File: src/rtl/lbfv_pkg.sv
// Lorentz boost core: shared item types, pipeline context, status codes and a rounding helper.
// No dependencies; every module of the core imports this package.
package lbfv_pkg;

	localparam logic [1:0] ST_OK      = 2'd0;
	localparam logic [1:0] ST_INVALID = 2'd1;
	localparam logic [1:0] ST_SAT     = 2'd2;

	localparam logic [63:0] ONE60 = 64'h1000_0000_0000_0000;

	typedef struct packed {
		logic signed [31:0] particle_px;
		logic signed [31:0] particle_py;
		logic signed [31:0] particle_pz;
		logic [30:0]        particle_energy;
		logic signed [31:0] parent_px;
		logic signed [31:0] parent_py;
		logic signed [31:0] parent_pz;
		logic [30:0]        parent_energy;
	} in_item_t;

	typedef struct packed {
		logic signed [31:0] boosted_px;
		logic signed [31:0] boosted_py;
		logic signed [31:0] boosted_pz;
		logic [30:0]        boosted_energy;
		logic [1:0]         status;
	} out_item_t;

	// particle fields and parent flags ahead of the beta division
	typedef struct packed {
		logic [2:0][31:0] p;
		logic [30:0]      e;
		logic [2:0]       neg;
		logic             inv;
	} front_t;

	// context carried from beta onwards; later fields fill in as they become known
	typedef struct packed {
		logic [2:0][31:0] p;
		logic [30:0]      e;
		logic [2:0]       neg;
		logic             inv;
		logic [2:0][30:0] bm;
		logic [50:0]      dot;
		logic [31:0]      g;
		logic             sat;
		logic [63:0]      e16;
	} ctx_t;

	// round(x / 2^sh), ties away from zero, on a two's complement word
	function automatic logic [65:0] rnd_shr(input logic [65:0] x, input int unsigned sh);
		logic [65:0] m;
		logic [65:0] r;
		m = x[65] ? (~x + 66'd1) : x;
		r = (m + (66'd1 << (sh - 1))) >> sh;
		return x[65] ? (~r + 66'd1) : r;
	endfunction

endpackage

File: src/rtl/lbfv_sqrt_pipe.sv
// Lorentz boost core: integer square root, one result bit per pipeline stage.
// Depends on lbfv_pkg; returns floor(sqrt(v)) with a side item carried along.
module lbfv_sqrt_pipe
	import lbfv_pkg::*;
#(
	parameter int SW = 31,
	parameter type SIDE_T = logic
) (
	input  logic            clk,
	input  logic            arst_n,
	input  logic            en,
	input  logic            vld_in,
	input  logic [2*SW-1:0] v_in,
	input  SIDE_T           side_in,
	output logic            vld_out,
	output logic [SW-1:0]   root_out,
	output SIDE_T           side_out
);

	logic            vld_s  [SW];
	logic [2*SW-1:0] v_s    [SW];
	logic [2*SW:0]   r_s    [SW];
	SIDE_T           side_s [SW];

	for (genvar k = 0; k < SW; k++) begin : g_step
		localparam logic [2*SW:0] BIT = (2*SW+1)'(1) << (2 * (SW - 1 - k));
		logic            vld_cur;
		logic [2*SW-1:0] v_cur, v_nx;
		logic [2*SW:0]   r_cur, r_nx, trial;
		logic            ge;
		SIDE_T           side_cur;

		if (k == 0) begin : g_first
			assign vld_cur  = vld_in;
			assign v_cur    = v_in;
			assign r_cur    = '0;
			assign side_cur = side_in;
		end else begin : g_next
			assign vld_cur  = vld_s[k-1];
			assign v_cur    = v_s[k-1];
			assign r_cur    = r_s[k-1];
			assign side_cur = side_s[k-1];
		end

		assign trial = r_cur + BIT;
		assign ge    = {1'b0, v_cur} >= trial;
		assign v_nx  = ge ? (2*SW)'({1'b0, v_cur} - trial) : v_cur;
		assign r_nx  = ge ? ((r_cur >> 1) + BIT) : (r_cur >> 1);

		always_ff @(posedge clk or negedge arst_n) begin
			if (!arst_n) begin
				vld_s[k] <= 1'b0;
			end else if (en) begin
				vld_s[k] <= vld_cur;
			end
		end

		always_ff @(posedge clk) begin
			if (en) begin
				v_s[k]    <= v_nx;
				r_s[k]    <= r_nx;
				side_s[k] <= side_cur;
			end
		end
	end

	assign vld_out  = vld_s[SW-1];
	assign root_out = r_s[SW-1][SW-1:0];
	assign side_out = side_s[SW-1];

endmodule

File: config.mk
export PLATFORM = sky130hd
export DESIGN_NAME = lbfv_sqrt_pipe
export DESIGN_NICKNAME = d
export VERILOG_FILES = /design/src/rtl/lbfv_pkg.sv /design/src/rtl/lbfv_sqrt_pipe.sv
export SDC_FILE = /design/constraint.sdc
export NUM_CORES = 2
export LEC_CHECK = 0
export ABC_CLOCK_PERIOD_IN_PS = 7360
export BUFFER_PORTS_ARGS = -buffer_cell sky130_fd_sc_hd__buf_2
export CORE_MARGIN = 2
export CORE_UTILIZATION = 51
export CTS_BUF_LIST = sky130_fd_sc_hd__clkbuf_16
export DETAILED_ROUTE_END_ITERATION = 8
export PLACE_DENSITY = 0.73
export SLEW_MARGIN = 10
export SYNTH_ARGS = -nofsm -noshare
export SYNTH_HDL_FRONTEND = slang
export SYNTH_SLANG_ARGS = --single-unit
File: constraint.sdc
create_clock -name clk -period 7.36 [get_ports clk]
set_input_delay 0 -clock clk [delete_from_list [all_inputs] [get_ports clk]]
set_output_delay 0 -clock clk [all_outputs]
set_load 0.01 [all_outputs]
# After elaboration in Yosys (flattened, before gate mapping)
# Memory sizes are Yosys's and may differ from the RTL's.
# Cells that the tools add are included.
# totals
regBits	31
latch_bits	0
ram_bits	3906
rom_bits	0
output_inout_bits	33
word_cells	220
mem_count	3
# op_classes
n_addsub	91
n_mul	0
div_mod_pow	0
magnitude_cmp	31
eq_ne	0
n_shift	0
mux	64
bitwise_logic	0
n_reduce_logical	0
# mem_list
name	depth	width	rd	rd_clocked_by_memory_dff	wr	line_no	rtl
r_s	31	63	31	0	31	lbfv_sqrt_pipe.sv:22	logic [2*SW:0] r_s [SW];
v_s	31	62	30	0	31	lbfv_sqrt_pipe.sv:21	logic [2*SW-1:0] v_s [SW];
side_s	31	1	31	0	31	lbfv_sqrt_pipe.sv:23	SIDE_T side_s [SW];
# op_table
cell	count
$mux W62	31
$ge A62 B63 Y1	30
$mux W63	30
$sub A62 B62 Y62	30
$add A62 B1 Y63 const B	1
$add A62 B11 Y63 const B	1
$add A62 B13 Y63 const B	1
$add A62 B15 Y63 const B	1
$add A62 B17 Y63 const B	1
$add A62 B19 Y63 const B	1
$add A62 B21 Y63 const B	1
$add A62 B23 Y63 const B	1
$add A62 B25 Y63 const B	1
$add A62 B27 Y63 const B	1
$add A62 B29 Y63 const B	1
$add A62 B3 Y63 const B	1
$add A62 B31 Y63 const B	1
$add A62 B33 Y63 const B	1
$add A62 B35 Y63 const B	1
$add A62 B37 Y63 const B	1
$add A62 B39 Y63 const B	1
$add A62 B41 Y63 const B	1
$add A62 B43 Y63 const B	1
$add A62 B45 Y63 const B	1
other kinds (44)	45

# Logic depth before layout (Yosys ltp)
# An unclocked memory read counts as a cell.
# depth
word_depth	4
ltp_mapped	15
mapped_depth_nobuf	13

# Worst setup path before layout
# Ideal clock, no wire load.
# synth_path
path_type	reg2reg
from	memory v_s[3][114] in the netlist's numbering
to	memory v_s[3][166] in the netlist's numbering, data pin
setup_ps	260
arrival_time_ps	3277
required_time_ps	7100
setup_slack_ps	3823
stages_incl_launch_ff	9
path_buffers	1
cell_sequence	edfxtp_1 > or4_1 > or3_4 > or4_4 > or3_1 > or4_4 > a211oi_4 > buf_6 > mux2_2
# synth_rtl
element	line_no
from (decl)	lbfv_sqrt_pipe.sv:21

==> run_summary.xml <==
<?xml version="1.0" encoding="UTF-8"?>
<metrics>
  <group name="run_status">
    <metric name="run_status" unit="">complete, no violations</metric>
  </group>
  <group name="routing">
    <metric name="routed_wl" unit="microns">282000</metric>
    <metric name="vias" unit="">75100</metric>
    <metric name="drtPass1Iterations" unit="">6</metric>
    <metric name="drc" unit="">0</metric>
    <metric name="viasPerCell" unit="">5.93</metric>
    <metric name="drtAntennaViolNets" unit="">0</metric>
    <metric name="first_iter_violations" unit="">8029</metric>
    <metric name="drt_wl_cell" unit="microns">22.3</metric>
  </group>
  <group name="synth">
    <metric name="seq_cells_post_synth" unit="">2418</metric>
    <metric name="yosysWarningCount" unit="">0</metric>
    <metric name="synth_fp_nets" unit="">9697</metric>
    <metric name="async_flop_share" unit="">0.0128</metric>
    <metric name="post_synth_inst_count" unit="">9105</metric>
    <metric name="post_synth.cell_area_avg" unit="sq um">12.7</metric>
    <metric name="netlist_area" unit="sq mm">0.115</metric>
    <metric name="post_synth_num_cell_types" unit="">95</metric>
    <metric name="ys_seq_area_frac" unit="">0.628</metric>
    <metric name="postSynth.topFlopCell" unit="">sky130_fd_sc_hd__edfxtp_1</metric>
    <metric name="number_of_enable_type_register_cells_in_the_synthesized_netlist" unit="">2387</metric>
  </group>
  <group name="clock_network">
    <metric name="cts.repair_timing.setup_buffer_count" unit="">0</metric>
    <metric name="worstSkewPairLatency" unit="ns">0.96</metric>
    <metric name="cts-root-buf" unit="">sky130_fd_sc_hd__clkbuf_16</metric>
    <metric name="clock_sink_count" unit="">2418</metric>
    <metric name="cts_inserted_buffers" unit="">275</metric>
    <metric name="h-tree-depth" unit="">5</metric>
    <metric name="tritoncts_clock_tree" unit="">built</metric>
    <metric name="cts.clk_slew.worst_paths" unit="ns">0.06</metric>
    <metric name="clockBufferDepth" unit="">4</metric>
  </group>
  <group name="place">
    <metric name="routabilityCongestion" unit="">0.957</metric>
    <metric name="post-dp-hpwl" unit="microns">205000</metric>
    <metric name="io_buffer_count" unit="">99</metric>
  </group>
  <group name="worst_setup_path">
    <metric name="critical_path.top_delay_family" unit="">simple AND/OR/NAND/NOR gates</metric>
    <metric name="worstPathCellList" unit="">ha_1 -&gt; nand3_1 -&gt; or4_1 -&gt; or4_1 -&gt; nor4_1 -&gt; a211oi_1 -&gt; o31a_2 -&gt; inv_1 -&gt; o2111ai_1 -&gt; nor4b_1 -&gt; xor2_1</metric>
    <metric name="critical_path.most_common_cell" unit="">sky130_fd_sc_hd__or4_1</metric>
    <metric name="library_cell_contributing_the_largest_single_delay_on_the_critical_path" unit="">sky130_fd_sc_hd__nor4_1</metric>
    <metric name="critical_path_fanout_max" unit="">9</metric>
    <metric name="critical_path_max_stage_delay" unit="ns">1.01</metric>
    <metric name="setup.worst_path.start_class" unit="">flip-flop</metric>
    <metric name="timing.critical_path.required" unit="ns">7.97</metric>
    <metric name="worst_ep_arrival_time" unit="ns">6.01</metric>
    <metric name="timing.setup.critical_path_class" unit="">flip-flop to flip-flop</metric>
    <metric name="critical_path_buf_inv_count" unit="">1</metric>
    <metric name="worst_setup_path_end_kind" unit="">flip-flop</metric>
  </group>
  <group name="die">
    <metric name="num_rows" unit="">174</metric>
    <metric name="design.die.area" unit="sq mm">0.230</metric>
    <metric name="die_width" unit="microns">480</metric>
    <metric name="core-area" unit="sq mm">0.225</metric>
    <metric name="io_pins" unit="">100</metric>
    <metric name="start_util" unit="">0.513</metric>
    <metric name="die_y" unit="microns">480</metric>
  </group>
  <group name="grt">
    <metric name="pin_count_of_the_biggest_net_entering_global_routing" unit="">181</metric>
    <metric name="overflow" unit="">0</metric>
    <metric name="via_count_of_the_first_global_routing_pass" unit="">72100</metric>
    <metric name="groute.usage.overall" unit="">0.240</metric>
    <metric name="antenna_found_initial" unit="">12</metric>
    <metric name="wire_length_of_the_first_global_routing_pass" unit="microns">426000</metric>
  </group>
  <group name="sta">
    <metric name="unrepaired_setup_endpoints_after_global_routing" unit="">no</metric>
    <metric name="setup_violators_final" unit="">0</metric>
    <metric name="timing_worst_slew_pin_value" unit="ns">1.32</metric>
    <metric name="period_share" unit="">0.733</metric>
    <metric name="finalWorstPathRequiredPeriod" unit="ns">5.40</metric>
    <metric name="max_freq" unit="MHz">185</metric>
    <metric name="hold_violations" unit="">0</metric>
    <metric name="slew_viol_final" unit="">0</metric>
    <metric name="timing.setup.tns" unit="ns">0</metric>
    <metric name="timing.max_slew.rel_slack" unit="">0.114</metric>
    <metric name="clock_skew" unit="ns">0.0802</metric>
  </group>
  <group name="power_and_ir_drop">
    <metric name="p_leak" unit="nW">48.9</metric>
    <metric name="cellPowerDensity" unit="mW/mm^2">312</metric>
    <metric name="total_power" unit="W">0.0404</metric>
    <metric name="irDropWorstVdd" unit="mV">0.237</metric>
  </group>
  <group name="final_layout">
    <metric name="nets" unit="">10100</metric>
    <metric name="area_delta_synth_final" unit="%">12.2</metric>
    <metric name="drive_above_1_share" unit="">0.0763</metric>
  </group>
  <group name="job">
    <metric name="cap_violations" unit="">0</metric>
  </group>
  <group name="worst_hold_path">
    <metric name="worstHoldPathType" unit="">input port to flip-flop</metric>
  </group>
</metrics>
## stage by stage
step,std cells,setup WS [ns],hold WS (ns),util,area (sq um)
global placement,12100,2.29,0.0579,0.532,120000
global route,12700,1.98,0.171,0.576,130000
CTS,12700,2.24,0.0786,0.576,130000
finish,12700,1.96,0.173,0.576,130000
floorplan,9105,3.82,-0.296,-,115000
detailed placement,12100,2.28,0.0716,0.532,120000
## power breakdown
group / internal (W) / switching, W / leakage (nW)
Combinational: 0.00342 / 0.00485 / 21.2
Sequential: 0.0175 / 0.00150 / 23.4
Clock: 0.00785 / 0.00533 / 4.38
Total: 0.0288 / 0.0117 / 48.9
## synthesized netlist by cell type (43+ instances only)
library cell / number / area (sq um)
sky130_fd_sc_hd__edfxtp_1: 2387 / 71700
sky130_fd_sc_hd__inv_1: 650 / 2440
sky130_fd_sc_hd__nor2_1: 636 / 2390
sky130_fd_sc_hd__a21oi_1: 594 / 2970
sky130_fd_sc_hd__ha_1: 525 / 6570
sky130_fd_sc_hd__nand2_1: 495 / 1860
sky130_fd_sc_hd__xnor2_1: 446 / 3910
sky130_fd_sc_hd__o21ai_0: 388 / 1940
sky130_fd_sc_hd__xor2_1: 370 / 3240
sky130_fd_sc_hd__nor4_1: 320 / 2000
sky130_fd_sc_hd__nor3_1: 238 / 1190
sky130_fd_sc_hd__a21o_1: 237 / 1780
sky130_fd_sc_hd__nand4_1: 160 / 1000
sky130_fd_sc_hd__nand3_1: 152 / 761
sky130_fd_sc_hd__clkbuf_1: 140 / 526
sky130_fd_sc_hd__mux2_2: 115 / 1290
sky130_fd_sc_hd__or3_1: 108 / 676
sky130_fd_sc_hd__nand2b_1: 94 / 588
sky130_fd_sc_hd__o21a_1: 93 / 698
sky130_fd_sc_hd__or4_1: 68 / 510
sky130_fd_sc_hd__o21bai_1: 62 / 465
sky130_fd_sc_hd__nor2b_1: 59 / 369
sky130_fd_sc_hd__and3_1: 57 / 357
sky130_fd_sc_hd__a211oi_1: 50 / 375
sky130_fd_sc_hd__nor4b_1: 47 / 412
sky130_fd_sc_hd__a31oi_1: 43 / 269
## final cells by class
type	instances	area, sq um
clock buffers	284	7110
inverters	657	2470
fillers	17600	95400
diodes	4	10.0
repair buffers	283	2410
clock inverters	176	1490
multi-input cells	5855	39800
flip-flops and latches	2418	72500
well taps	2992	3740
## sequential cells by signal (all words and copies together), names as in the netlist
signal	cells
v_s	1860
r_s	496
side_s	31
g_step.vld_cur	30
vld_out	1
## layer usage
layer	wire, microns	track usage
met3	18600	0.0340
met5	0	0
met1	122000	0.336
met2	135000	0.393
met4	6530	0.0636
## cell families (layout without fill, tap and decap cells)
logic type / after synthesis / count (layout) / share of synthesized area
muxes: 129 / 129 / 0.0125
adders and majority gates: 525 / 525 / 0.0569
xor gates and xnor gates: 816 / 816 / 0.0619
and+or+nand+nor: 2650 / 2650 / 0.120
buffers and inverters: 832 / 1400 / 0.0275
DFF: 2418 / 2418 / 0.628
other: 0 / 4 / 0
AOI/OAI and AO/OA: 1735 / 1735 / 0.0935
## worst paths after layout
kind | from | end | slack [ns] | cells past startpoint
max in group asynchronous | arst_n | g_step[21].vld_cur$_DFFE_PN0P_ | 6.99 | 4
worst max-delay path | v_s[6][154]$_DFFE_PP_ | v_s[6][226]$_DFFE_PP_ | 1.96 | 11
min in group asynchronous | arst_n | vld_out$_DFFE_PN0P_ | 0.20 | 4
worst min-delay path | v_in[20] | r_s[0][60]$_DFFE_PP_ | 0.17 | 5
worst min register to register | v_s[3][71]$_DFFE_PP_ | v_s[3][133]$_DFFE_PP_ | 0.40 | 0
worst max register to register | v_s[6][154]$_DFFE_PP_ | v_s[6][226]$_DFFE_PP_ | 1.96 | 11
## worst register-to-register path, delay by kind of cell, from the launching register on
family | cells | cell delay (ns)
flip-flops | 1 | 0.38
buffers and inverters | 1 | 0.35
adder cells (fa/ha/maj) | 1 | 0.48
XOR/XNOR | 1 | 0.11
AND/OR/NAND/NOR | 5 | 2.83
AO/OA/AOI/OAI | 3 | 0.98
## what timing repair did
action | CTS | global route
gates resized for setup | 0 | 0
endpoints found under the hold margin | 240 | 0
hold buffers | 134 | 0
## cells in the final DEF (no fill, tap or decap), types with 160 or more instances in the layout
cell	instances
sky130_fd_sc_hd__a21o_1	237
sky130_fd_sc_hd__clkbuf_16	284
sky130_fd_sc_hd__nor3_1	236
sky130_fd_sc_hd__a21oi_1	593
sky130_fd_sc_hd__o21ai_0	388
sky130_fd_sc_hd__ha_1	525
sky130_fd_sc_hd__xnor2_1	446
sky130_fd_sc_hd__inv_1	693
sky130_fd_sc_hd__nor4_1	320
sky130_fd_sc_hd__nor2_1	636
sky130_fd_sc_hd__xor2_1	370
sky130_fd_sc_hd__edfxtp_1	2387
sky130_fd_sc_hd__nand2_1	494
sky130_fd_sc_hd__nand4_1	160
No activity file was read; power rests on OpenSTA's default activity.
